==> config.mk <==
export PLATFORM = sky130hd
export DESIGN_NAME = hex_ring_spiral_generator_core
export DESIGN_NICKNAME = d
export VERILOG_FILES = /design/src/hdl/hrsg_pkg.sv /design/src/hdl/hrsg_datapath.sv /design/src/hdl/hrsg_ctrl.sv /design/src/hdl/hex_ring_spiral_generator_core.sv
export SDC_FILE = /design/constraint.sdc
export NUM_CORES = 1
export LEC_CHECK = 0
export BUFFER_PORTS_ARGS = -buffer_cell sky130_fd_sc_hd__buf_4
export CAP_MARGIN = 20
export CORE_AREA = 2 2 148 150
export DETAILED_ROUTE_END_ITERATION = 12
export DIE_AREA = 0 0 150 152
export PLACE_DENSITY = 0.51
export RECOVER_POWER = 100
export SYNTH_ARGS = -nofsm -noshare
export SYNTH_HDL_FRONTEND = slang
export SYNTH_SLANG_ARGS = --single-unit
==> constraint.sdc <==
create_clock -name i_clk -period 9.37 [get_ports i_clk]
set_clock_uncertainty 0.05 [all_clocks]
set_input_delay 1.4055 -clock i_clk [delete_from_list [all_inputs] [get_ports i_clk]]
set_output_delay 1.4055 -clock i_clk [all_outputs]
set_load 0.05 [all_outputs]
==> src/hdl/hrsg_pkg.sv <==
// ----------------------------------------------------------------------------
// hrsg_pkg
// Types, constants and offset helpers shared by the hex ring/spiral generator.
// ----------------------------------------------------------------------------
package hrsg_pkg;

    localparam int COORD_BITS = 16;
    localparam int RAD_BITS   = 3;
    localparam int SIDE_BITS  = 3;
    localparam int NUM_SIDES  = 6;
    localparam int NUM_AXES   = 3;

    typedef logic signed [COORD_BITS-1:0] t_coord;
    typedef logic        [RAD_BITS-1:0]   t_rad;
    typedef logic        [SIDE_BITS-1:0]  t_side;

    typedef enum logic {
        OP_RING   = 1'b0,
        OP_SPIRAL = 1'b1
    } t_op;

    // Input request
    typedef struct packed {
        logic   op;
        t_coord center_q;
        t_coord center_r;
        t_coord center_s;
        t_rad   radius;
    } t_req;

    // One emitted cell
    typedef struct packed {
        t_coord cell_q;
        t_coord cell_r;
        t_coord cell_s;
        logic   last;
    } t_cell;

    typedef enum logic [1:0] {
        S_IDLE,
        S_CENTER,
        S_RING
    } t_state;

    // Sign of one axis of a unit hex direction
    typedef enum logic [1:0] {
        DIR_ZERO,
        DIR_POS,
        DIR_NEG
    } t_dir;

    // Corner direction per side (q, r, s): LD, RD, R, RU, LU, L
    localparam t_dir CORNER_DIR [NUM_SIDES][NUM_AXES] = '{
        '{DIR_NEG,  DIR_POS,  DIR_ZERO},
        '{DIR_ZERO, DIR_POS,  DIR_NEG },
        '{DIR_POS,  DIR_ZERO, DIR_NEG },
        '{DIR_POS,  DIR_NEG,  DIR_ZERO},
        '{DIR_ZERO, DIR_NEG,  DIR_POS },
        '{DIR_NEG,  DIR_ZERO, DIR_POS }
    };

    // Walk direction along each side: R, RU, LU, L, LD, RD
    localparam t_dir SIDE_DIR [NUM_SIDES][NUM_AXES] = '{
        '{DIR_POS,  DIR_ZERO, DIR_NEG },
        '{DIR_POS,  DIR_NEG,  DIR_ZERO},
        '{DIR_ZERO, DIR_NEG,  DIR_POS },
        '{DIR_NEG,  DIR_ZERO, DIR_POS },
        '{DIR_NEG,  DIR_POS,  DIR_ZERO},
        '{DIR_ZERO, DIR_POS,  DIR_NEG }
    };

    // dir * val, as a coordinate-width offset
    function automatic t_coord scale(input t_dir dir, input t_rad val);
        t_coord ext;
        ext = t_coord'({{(COORD_BITS-RAD_BITS){1'b0}}, val});
        case (dir)
            DIR_POS: scale = ext;
            DIR_NEG: scale = -ext;
            default: scale = '0;
        endcase
    endfunction

    // Controller to datapath
    typedef struct packed {
        logic  load_center;
        logic  emit;
        logic  sel_center;
        logic  last;
        t_rad  k;
        t_rad  i;
        t_side side;
    } t_dp_cmd;

    // Datapath to controller
    typedef struct packed {
        logic slot_free;
    } t_dp_sts;

endpackage

==> src/hdl/hrsg_datapath.sv <==
// ----------------------------------------------------------------------------
// hrsg_datapath
// Holds the center, forms each cell from corner and side offsets, and keeps
// the output register.
// ----------------------------------------------------------------------------
module hrsg_datapath (
    input  logic            i_clk,
    input  logic            i_rst_n,
    input  hrsg_pkg::t_req  i_req,
    input  hrsg_pkg::t_dp_cmd i_cmd,
    output hrsg_pkg::t_dp_sts o_sts,
    output logic            o_cell_valid,
    input  logic            i_cell_ready,
    output hrsg_pkg::t_cell o_cell
);
    import hrsg_pkg::*;

    t_coord r_ctr [NUM_AXES];
    t_coord n_pos [NUM_AXES];
    logic   r_valid;
    logic   n_valid;
    t_cell  r_cell;
    t_cell  n_cell;

    always_comb begin
        for (int a = 0; a < NUM_AXES; a++) begin
            if (i_cmd.sel_center) begin
                n_pos[a] = r_ctr[a];
            end else begin
                n_pos[a] = r_ctr[a]
                         + scale(CORNER_DIR[i_cmd.side][a], i_cmd.k)
                         + scale(SIDE_DIR[i_cmd.side][a], i_cmd.i);
            end
        end
    end

    assign o_sts.slot_free = !r_valid || i_cell_ready;

    always_comb begin
        n_valid = r_valid;
        n_cell  = r_cell;
        if (i_cell_ready) begin
            n_valid = 1'b0;
        end
        if (i_cmd.emit) begin
            n_valid       = 1'b1;
            n_cell.cell_q = n_pos[0];
            n_cell.cell_r = n_pos[1];
            n_cell.cell_s = n_pos[2];
            n_cell.last   = i_cmd.last;
        end
    end

    always_ff @(posedge i_clk) begin
        if (!i_rst_n) begin
            r_valid <= 1'b0;
        end else begin
            r_valid <= n_valid;
        end
    end

    always_ff @(posedge i_clk) begin
        r_cell <= n_cell;
        if (i_cmd.load_center) begin
            r_ctr[0] <= i_req.center_q;
            r_ctr[1] <= i_req.center_r;
            r_ctr[2] <= i_req.center_s;
        end
    end

    assign o_cell_valid = r_valid;
    assign o_cell       = r_cell;

endmodule

==> src/hdl/hrsg_ctrl.sv <==
// ----------------------------------------------------------------------------
// hrsg_ctrl
// Sequencer: walks center, rings, steps and sides, one cell per free slot.
// ----------------------------------------------------------------------------
module hrsg_ctrl #(
    parameter int MAX_RADIUS = 4
) (
    input  logic              i_clk,
    input  logic              i_rst_n,
    input  logic              i_req_valid,
    output logic              o_req_ready,
    input  hrsg_pkg::t_req    i_req,
    input  hrsg_pkg::t_dp_sts i_sts,
    output hrsg_pkg::t_dp_cmd o_cmd
);
    import hrsg_pkg::*;

    localparam t_rad RAD_LIMIT = t_rad'(MAX_RADIUS);
    localparam t_side LAST_SIDE = t_side'(NUM_SIDES - 1);

    t_state r_state, n_state;
    t_rad   r_k, n_k;
    t_rad   r_i, n_i;
    t_side  r_side, n_side;
    t_rad   r_kmax, n_kmax;
    t_rad   rad_sat;
    logic   ring_last;

    assign rad_sat   = (i_req.radius > RAD_LIMIT) ? RAD_LIMIT : i_req.radius;
    assign ring_last = (r_k == r_kmax) && (r_i == r_k - t_rad'(1))
                    && (r_side == LAST_SIDE);

    always_ff @(posedge i_clk) begin
        if (!i_rst_n) begin
            r_state <= S_IDLE;
            r_k     <= '0;
            r_i     <= '0;
            r_side  <= '0;
            r_kmax  <= '0;
        end else begin
            r_state <= n_state;
            r_k     <= n_k;
            r_i     <= n_i;
            r_side  <= n_side;
            r_kmax  <= n_kmax;
        end
    end

    always_comb begin
        n_state           = r_state;
        n_k               = r_k;
        n_i               = r_i;
        n_side            = r_side;
        n_kmax            = r_kmax;
        o_req_ready       = 1'b0;
        o_cmd.load_center = 1'b0;
        o_cmd.emit        = 1'b0;
        o_cmd.sel_center  = 1'b0;
        o_cmd.last        = 1'b0;
        o_cmd.k           = r_k;
        o_cmd.i           = r_i;
        o_cmd.side        = r_side;
        case (r_state)
            S_IDLE: begin
                o_req_ready = 1'b1;
                if (i_req_valid) begin
                    o_cmd.load_center = 1'b1;
                    n_kmax = rad_sat;
                    n_i    = '0;
                    n_side = '0;
                    if (rad_sat != '0) begin
                        if (i_req.op == OP_SPIRAL) begin
                            n_k     = t_rad'(1);
                            n_state = S_CENTER;
                        end else begin
                            n_k     = rad_sat;
                            n_state = S_RING;
                        end
                    end
                end
            end
            S_CENTER: begin
                if (i_sts.slot_free) begin
                    o_cmd.emit       = 1'b1;
                    o_cmd.sel_center = 1'b1;
                    n_state          = S_RING;
                end
            end
            S_RING: begin
                if (i_sts.slot_free) begin
                    o_cmd.emit = 1'b1;
                    o_cmd.last = ring_last;
                    if (r_side == LAST_SIDE) begin
                        n_side = '0;
                        if (r_i == r_k - t_rad'(1)) begin
                            n_i = '0;
                            n_k = r_k + t_rad'(1);
                        end else begin
                            n_i = r_i + t_rad'(1);
                        end
                    end else begin
                        n_side = r_side + t_side'(1);
                    end
                    if (ring_last) begin
                        n_state = S_IDLE;
                    end
                end
            end
            default: begin
                n_state = S_IDLE;
            end
        endcase
    end

endmodule

==> src/hdl/hex_ring_spiral_generator_core.sv <==
// ----------------------------------------------------------------------------
// hex_ring_spiral_generator_core
// Emits the cube-coordinate cells of a hex ring, or of a full spiral.
//
// A request carries a center (q, r, s), a radius and an op. Op ring emits the
// 6*radius cells at that distance; op spiral emits the center, then rings 1 up
// to radius. Each ring of radius k is walked as k steps, six cells per step,
// one on each side. Radius above MAX_RADIUS saturates; radius 0 is accepted
// and emits nothing. Coordinates wrap at 16 bits and the center is not checked
// for q + r + s = 0. Rate: one cell per cycle while the consumer keeps up. A
// request is accepted in idle before its first cell is emitted, and a radius
// 0 request leaves the generator in idle; no cell is emitted while the
// consumer stalls a full output register.
// The next request is taken in the cycle after the last cell is loaded into
// the output register, even while that cell still waits to be taken.
// ----------------------------------------------------------------------------
module hex_ring_spiral_generator_core #(
    parameter int MAX_RADIUS = 4
) (
    input  logic            i_clk,
    input  logic            i_rst_n,
    // request channel
    input  logic            i_req_valid,
    output logic            o_req_ready,
    input  hrsg_pkg::t_req  i_req,
    // cell channel
    output logic            o_cell_valid,
    input  logic            i_cell_ready,
    output hrsg_pkg::t_cell o_cell
);
    import hrsg_pkg::*;

    t_dp_cmd cmd;
    t_dp_sts sts;

    // sequencer: state, ring radius k, step i, side
    hrsg_ctrl #(
        .MAX_RADIUS (MAX_RADIUS)
    ) u_ctrl (
        .i_clk       (i_clk),
        .i_rst_n     (i_rst_n),
        .i_req_valid (i_req_valid),
        .o_req_ready (o_req_ready),
        .i_req       (i_req),
        .i_sts       (sts),
        .o_cmd       (cmd)
    );

    // center register, offset adders, output register
    hrsg_datapath u_dp (
        .i_clk        (i_clk),
        .i_rst_n      (i_rst_n),
        .i_req        (i_req),
        .i_cmd        (cmd),
        .o_sts        (sts),
        .o_cell_valid (o_cell_valid),
        .i_cell_ready (i_cell_ready),
        .o_cell       (o_cell)
    );

endmodule

Yosys cells after proc, flatten, opt, wreduce, memory -nomap -nowiden
Memory sizes are Yosys's and may differ from the RTL's.
Cells that the tools add are included.
{"block": "word_totals", "mem_bits_rw": 48, "n_memories": 3, "out_inout_bits": 51, "register_bits": 64, "rom_bits": 96, "in_bits": 56}
{"block": "op_classes", "n_eq_ne": 24, "add_sub_neg": 12, "bitwise_logic": 1, "order_cmp": 2, "mux": 53, "reduce_logical": 14}
{"memory": "(no name shown)", "depth": 8, "width": 6, "rd": 1, "rd_ports_with_merged_regs": 0, "write_ports": 0, "line_no": "hrsg_datapath.sv:31", "text": "+ scale(CORNER_DIR[i_cmd.side][a], i_cmd.k)"}
{"memory": "(no name shown)", "depth": 8, "width": 6, "rd": 1, "rd_ports_with_merged_regs": 0, "write_ports": 0, "line_no": "hrsg_datapath.sv:32", "text": "+ scale(SIDE_DIR[i_cmd.side][a], i_cmd.i);"}
{"memory": "u_dp.r_ctr", "depth": 3, "width": 16, "rd": 3, "rd_ports_with_merged_regs": 0, "write_ports": 3, "line_no": "hrsg_datapath.sv:18", "text": "t_coord r_ctr [NUM_AXES];"}
{"cell": "16-bit one-hot mux with 2 select lines", "count": 6}
{"cell": "16-bit 2-to-1 mux", "count": 9}
{"cell": "16-bit adder", "count": 6}
{"cell": "3-bit 2-to-1 mux", "count": 13}
{"cell": "3-bit negator with 16-bit output", "count": 2}
{"cell": "6-bit 2-to-1 mux", "count": 4}
{"cell": "3-bit one-hot mux with 2 select lines", "count": 3}
{"cell": "2-bit by 1-bit == test with 1-bit output, second input constant", "count": 7}
{"cell": "2-bit == test, second input constant", "count": 7}
{"cell": "2-bit 2-to-1 mux", "count": 7}
{"cell": "3-bit by 1-bit adder with 3-bit output, second input constant", "count": 3}
{"cell": "1-bit 2-to-1 mux", "count": 9}
{"cell": "2-bit by 1-bit != test with 1-bit output, second input constant", "count": 4}
{"cell": "3-bit == test", "count": 2}
{"cell": "2-bit != test, second input constant", "count": 3}
{"cell": "2-bit one-hot mux with 3 select lines", "count": 1}
{"cell": "6-bit AND reduction", "count": 1}
{"cell": "5-bit AND reduction", "count": 1}
{"cell": "4-bit greater-or-equal comparator, second input constant", "count": 1}
{"cell": "3-bit NOT with 4-bit output", "count": 1}
{"cell": "2-bit AND reduction", "count": 2}
{"cell": "4-bit AND reduction", "count": 1}
{"cell": "2-bit nonzero test", "count": 2}
{"cell": "3-bit == test, second input constant", "count": 1}
{"cell": "other kinds (9)", "count": 10}

Longest topological paths before layout
Gate-level depths: netlist of run 1.
{"block": "depth", "ltp_word": 10, "mapped_depth": 17}

By module
A second synthesis of run 1 with hierarchy kept.
{"block": "unflattened", "hier_cells": 710, "area_unflattened_um2": 7848.8}
{"mod": "hrsg_datapath", "area_per_inst_um2": 6897.9, "instances": 1, "seq_area_each_um2": 2932.8, "cells_each": 600}
{"mod": "hrsg_ctrl", "area_per_inst_um2": 950.9, "instances": 1, "seq_area_each_um2": 280.3, "cells_each": 110}

Worst setup path before layout of run 1
Ideal clock, no wire load.
{"block": "synth_path", "kind": "register to register", "start": "register u_ctrl.r_side[0]", "end": "register u_dp.r_cell (netlist bit u_dp.o_cell[30]) (data pin)", "t_arrival_ns": 3.604, "path_slack_ns": 5.448, "path_stages_with_launch": 14, "t_required_ns": 9.052, "cell_sequence": "dfxtp_1 inv_1 ha_1 nand2b_2 nor2_1 fa_1 ha_1 o21a_1 o2111ai_1 a31oi_1 or3_1 a21oi_1 xor2_1 o21ai_0"}
{"element": "start: declaration", "line_no": "hrsg_ctrl.sv:24", "text": "t_side r_side, n_side;"}
{"element": "start signal: assignment", "line_no": "hrsg_ctrl.sv:44", "text": "r_side <= n_side;"}
{"element": "end signal: assignment", "line_no": "hrsg_datapath.sv:63", "text": "r_cell <= n_cell;"}
{"element": "end: declaration", "line_no": "hrsg_datapath.sv:22", "text": "t_cell r_cell;"}

==> impl_metrics.ini, run 1 <==
[yosys]
synth_area_leaders = edfxtp_1, fa_1, ha_1
yosysTopAreaCell = edfxtp_1
synth.most_common_cell = edfxtp_1
postSynthCellCount = 690
synth_edf_count = 97
synth_top_area_share_pct = 38.5
syn-num-nets = 849
synth_common_cells = edfxtp_1, nand2_1, a21oi_1, nor2_1, ha_1
synth_cell_types = 62
async_reset_ff_share_pct = 0
syn_avg_cell_area_um2 = 11.0
ys_ff_latch = 112
netlist_area_um2 = 7560
ys.warnings.count = 0
ys_seq_area_share_pct = 42.5
synth_ff_type = edfxtp_1

[cells_and_area]
area_growth_pct = 15.2
drive_gt1_share_pct = 9.75
fill_cells = 2141
antenna_cells = 0
fin_nets = 954

[detailed_routing]
wl_per_cell_um = 17.1
dr_wl_met2_mm = 8.86
ant_nets = 0
drc = 0
vias = 5459
dr.pass1.iters = 4
top_layer = met4
drt-initial-drc-count = 293
viasPerCell = 5.05
dr_wl_met3_um = 817
wl_mm = 18.5
wl_met1_mm = 8.38

[global_route]
track_usage_pct = 16.8
grt_pass1_wl_mm = 30.0
grt_max_degree = 55
gr-total-overflow = 0
grt_pass1_vias = 5722
antenna_found_initial = 0

[pwr]
irDropWorstVdd_uv = 123
cellPowerDensity_nw_per_um2 = 381
p_leak_nw = 3.50

[cts]
htreeDepth = 3
cts-hold-fix-buffers = 0
cts-buffers-inserted = 9
clk_pin_slew_worst_paths_ns = 0.07
cts.sinks = 112
cts_buffer_depth = 2
clk_latency_ns = 0.36
cts_tree = done
cts_setup_buffers = 0
clock-root-buffer = clkbuf_16
cts-resized-gates = 0

[sta]
drv_slew = 71
tns_ns = 0
timing.final.crit_period_ns = 4.97
worst_pin_slew_ns = 2.82
slew_headroom_pct = -88.0
fin_ws_ns = 4.40
rsz0062_at_grt = false
hold_viol_final = 0
setup_viol = 0
fin_crit_sh_pct = 53.0
fmax_mhz = 201

[critical_path]
reg2reg_setup_slack_ns = 4.40
worst-endpoint-arrival_ns = 5.02
cp.required_ns = 9.42
crit_path_end = u_dp.o_cell[16]
r2r_cells = 12
r2r_start = u_ctrl.r_side[2]
reg2reg_to = u_dp.o_cell[16]
path_max_fanout = 16
criticalPathCategory = reg -> reg
critPathCaptureType = flip-flop
startpoint_type = flip-flop
cp-startpoint = u_ctrl.r_side[2]

[die]
start_util_pct = 35.4
die_w_um = 150
io_pins = 107
num_rows = 54
die_h_um = 152
dieArea_um2 = 22800
core_um2 = 21400

[run]
drv_cap = 2

[status]
violations = max-capacitance violations, max-slew violations
status = finished with violations

[place]
pre_cts_ws_ns = 4.56
portBuffers = 106
hpwl_mm = 13.4
gp_congestion = 0.906

[hold_path]
hold_class = reg -> reg
==> routing by layer <==
layer	GRT usage (%)	vias to the layer above
met3	2.76	24
met2	27.6	147
met1	22.6	2611
li1	-	2677
met5	0	-
met4	5.39	0
==> cell type report <==
class / count / area, µm² / area share (%)
multi-input cells: 526 / 4110 / 47.2
well taps: 280 / 350 / 4.02
flip-flops and latches: 112 / 3210 / 36.9
clock inverters: 5 / 57.6 / 0.661
repair buffers: 111 / 616 / 7.06
clock buffers: 11 / 233 / 2.67
inverters: 35 / 131 / 1.51
==> report_power, final <==
part | switching, mW | internal (mW)
Sequential | 0.0953 | 0.868
Clock | 0.184 | 0.208
Combinational | 1.33 | 0.631
==> stage by stage <==
stage / utilization [%] / cell area [µm²] / power [mW] / std cells / hold WS (ns)
after detailed placement: 40.6 / 8670 / 3.04 / 1063 / 0.430
after floorplan: - / 7560 / 2.50 / 690 / 0.398
after CTS: 42.0 / 8960 / 3.45 / 1079 / 0.440
after global placement: 40.6 / 8670 / 3.02 / 1063 / 0.419
after global routing: 40.8 / 8710 / 3.58 / 1080 / 0.461
final: 40.8 / 8710 / 3.32 / 1080 / 0.438
==> flip-flops by register name, summed over array words and instances (netlist names) <==
register and cells:
u_ctrl.r_i 3, u_ctrl.r_side 3, u_ctrl.r_k 3, u_ctrl.r_kmax 3, u_ctrl.r_state 2, u_dp.r_ctr 48
u_dp.o_cell 49, u_dp.o_cell_valid 1
==> cells in the final DEF (no fill, tap or decap), types with 9 or more instances in the layout <==
cell type / count
nor3_1: 10
nand2_1: 64
ha_1: 55
edfxtp_1: 97
o21ai_0: 47
nor2_1: 59
clkbuf_4: 45
xnor2_1: 19
nand2b_1: 13
clkbuf_1: 60
dfxtp_1: 15
fa_1: 48
a21o_1: 16
a21oi_1: 60
nor2b_1: 11
inv_1: 34
clkbuf_16: 9
xor2_1: 28
==> critical path, cell delays in order, from the launching register on <==
cell and delay [ns]:
dfxtp_1 0.46, nor2_1 0.50, a22oi_1 0.31, nor2_2 0.63, fa_1 0.53, ha_1 0.34, nor2b_1 0.16, o2111ai_1 0.22
a21boi_0 0.24, o41ai_1 0.59, o21ai_0 0.26, a211oi_1 0.31, xnor2_1 0.09
==> cells by family after synthesis <==
kind of cell | Yosys count | share of synthesized area (%)
and+or+nand+nor | 191 | 11.8
adders and majority gates | 103 | 21.8
muxes | 4 | 0.629
buffers and inverters | 52 | 2.65
AOI/OAI and AO/OA | 180 | 15.0
DFF | 112 | 42.5
xor gates and xnor gates | 48 | 5.66
==> worst min-delay path by stage <==
stage / startpoint / cells past startpoint / end
final: u_ctrl.r_kmax[2] / 2 / u_ctrl.r_kmax[2]
after global routing: u_ctrl.r_kmax[0] / 2 / u_ctrl.r_kmax[0]
after CTS: u_ctrl.r_kmax[0] / 2 / u_ctrl.r_kmax[0]
after detailed placement: u_ctrl.r_kmax[0] / 2 / u_ctrl.r_kmax[0]
after global placement: u_ctrl.r_kmax[2] / 2 / u_ctrl.r_kmax[2]
after floorplan: u_ctrl.r_kmax[0] / 2 / u_ctrl.r_kmax[0]
Note: power is estimated with default switching activity, not from simulation.
==> inputs of run 2 (changes only) <==
Settings changed: ABC_AREA set to 1, CORE_AREA 2 2 148 150 to 2 2 154 156, DIE_AREA 0 0 150 152 to 0 0 156 158, PLACE_DENSITY 0.51 to 0.53.
Clock period 9.37 ns to 4.5 ns, I/O delays scaled along.
==> run 2 against run 1 <==
The flow still finishes with violations (max-capacitance violations, max-slew violations). First-iteration DRC count up 20%. Count of clock-buffer cells in the layout shrank 1. Worst setup slack got worse by 3.8 ns. Hold slack lost 0.018 ns. Global-route usage rose by 0.59 points. Register-to-register slack worse by 3.8 ns. Die area increased by 8.1%. Critical path type unchanged.
==> impl_metrics.ini, run 2 <==
[cts]
cts.sinks = 112
cts-hold-fix-buffers = 0
clk_pin_slew_worst_paths_ns = 0.08
cts_tree = done
clock-root-buffer = clkbuf_16
cts_buffer_depth = 2
cts_setup_buffers = 0
cts-buffers-inserted = 9
cts-resized-gates = 0
clk_latency_ns = 0.37
htreeDepth = 3

[yosys]
ys_seq_area_share_pct = 39.2
synth_edf_count = 97
async_reset_ff_share_pct = 0
yosysTopAreaCell = edfxtp_1
synth_top_area_share_pct = 35.6
ys_ff_latch = 112
synth_cell_types = 39
syn_avg_cell_area_um2 = 8.81
ys.warnings.count = 0
synth.most_common_cell = nand2_1
synth_ff_type = edfxtp_1
synth_area_leaders = edfxtp_1, nand2_1, fa_1
synth_common_cells = nand2_1, inv_1, edfxtp_1, nor2_1, nand3_1
netlist_area_um2 = 8190
postSynthCellCount = 930
syn-num-nets = 1089

[critical_path]
worst-endpoint-arrival_ns = 3.97
cp-startpoint = u_ctrl.r_side[0]
r2r_cells = 17
r2r_start = u_ctrl.r_side[0]
reg2reg_setup_slack_ns = 0.60
crit_path_end = u_dp.o_cell[10]
reg2reg_to = u_dp.o_cell[10]
cp.required_ns = 4.57
startpoint_type = flip-flop
critPathCaptureType = flip-flop
path_max_fanout = 7
criticalPathCategory = reg -> reg

[cells_and_area]
antenna_cells = 0
drive_gt1_share_pct = 8.87
area_growth_pct = 15.2
largest_register_ffs = 49
mostFrequentLayoutCells = nand2_1, inv_1, edfxtp_1
fin_nets = 1202
final_common_cell = nand2_1

[place]
hpwl_mm = 16.1
portBuffers = 106
gp_congestion = 0.846

[detailed_routing]
ant_nets = 0
drc = 0
viasPerCell = 4.78
wl_mm = 20.8
drt-initial-drc-count = 352
wl_per_cell_um = 15.6
dr.pass1.iters = 4
vias = 6399

[status]
status = finished with violations
violations = max-capacitance violations, max-slew violations

[global_route]
grt_max_degree = 66
grt_pass1_vias = 6201
antenna_found_initial = 0
track_usage_pct = 17.4
gr-total-overflow = 0
grt_pass1_wl_mm = 32.6

[die]
die_w_um = 156
dieArea_um2 = 24600
num_rows = 56
die_h_um = 158
start_util_pct = 35.5
core_um2 = 23100
io_pins = 107

[sta]
rsz0062_at_grt = false
worst_pin_slew_ns = 1.80
setup_viol = 0
fin_crit_sh_pct = 86.6
fmax_mhz = 256
timing.final.crit_period_ns = 3.90
drv_slew = 58
slew_headroom_pct = -20.5
tns_ns = 0
hold_viol_final = 0

[hold_path]
hold_class = reg -> reg
holdPathStages = 2

[run]
drv_cap = 2
run 2: area by class of cell:
| type | count | area (µm²) |
|---|---|---|
| fillers | 2321 | 13600 |
| multi-input cells | 695 | 4450 |
| flip-flops and latches | 112 | 3210 |
| repair buffers | 117 | 673 |
| inverters | 108 | 414 |
| well taps | 290 | 363 |
| clock buffers | 10 | 239 |
| clock inverters | 6 | 90.1 |
run 2: kinds of logic after synthesis:
family / synth area share [%]
xor gates and xnor gates: 2.57
DFF: 39.2
AOI/OAI and AO/OA: 7.97
buffers and inverters: 6.06
adders and majority gates: 20.1
and+or+nand+nor: 24.0
run 2: metrics by stage:
step           area (µm²)  hold WS [ns]  std cells  utilization [%]  worst slack [ns]
4_1_cts              9690         0.405       1338             42.1             0.768
3_3_place_gp         9370         0.409       1322             40.6             0.824
5_1_grt              9440         0.433       1338             41.0             0.263
6_report             9440         0.419       1338             41.0             0.601
2_1_floorplan        8190         0.393        930                -              1.10
3_5_place_dp         9370         0.412       1322             40.6             0.788
run 2: how the worst min path moves through the flow:
| stage | startpoint | endpoint | slack [ns] |
|---|---|---|---|
| 2_1_floorplan | u_ctrl.r_kmax[2] | u_ctrl.r_kmax[2] | 0.39 |
| 3_5_place_dp | u_ctrl.r_kmax[2] | u_ctrl.r_kmax[2] | 0.41 |
| 6_report | u_ctrl.r_kmax[2] | u_ctrl.r_kmax[2] | 0.42 |
| 4_1_cts | i_req[23] | u_dp.r_ctr[0][20] | 0.40 |
| 3_3_place_gp | u_ctrl.r_kmax[2] | u_ctrl.r_kmax[2] | 0.41 |
| 5_1_grt | i_req[23] | u_dp.r_ctr[0][20] | 0.43 |
run 2: routing by layer:
layer  wire, µm  up-vias  share of wire (%)  GRT usage, %
met5          0        -                  0             0
met3        942       23                4.5          2.85
met1       9780     2917                 47          23.7
li1           -     3315                  -             -
met4        350        0                1.7          5.99
met2       9740      144                 47          28.2
run 2: worst max-delay path, cell delays in order (launching register included):
cell        delay, ns
dfxtp_1          0.43
inv_1            0.11
ha_1             0.35
nand2_1          0.18
clkinvlp_2       0.13
nand2_1          0.08
inv_1            0.29
fa_1             0.48
ha_1             0.36
nand2_1          0.12
inv_1            0.08
nand2_1          0.07
nand2_1          0.06
nor2_1           0.30
o21ai_0          0.19
or2_1            0.23
nand3_1          0.07
nand2_1          0.06
Power of run 2 is left out: the tool's default activity adds up to more than one toggle a clock period on the data nets, which glitch-free logic cannot reach.
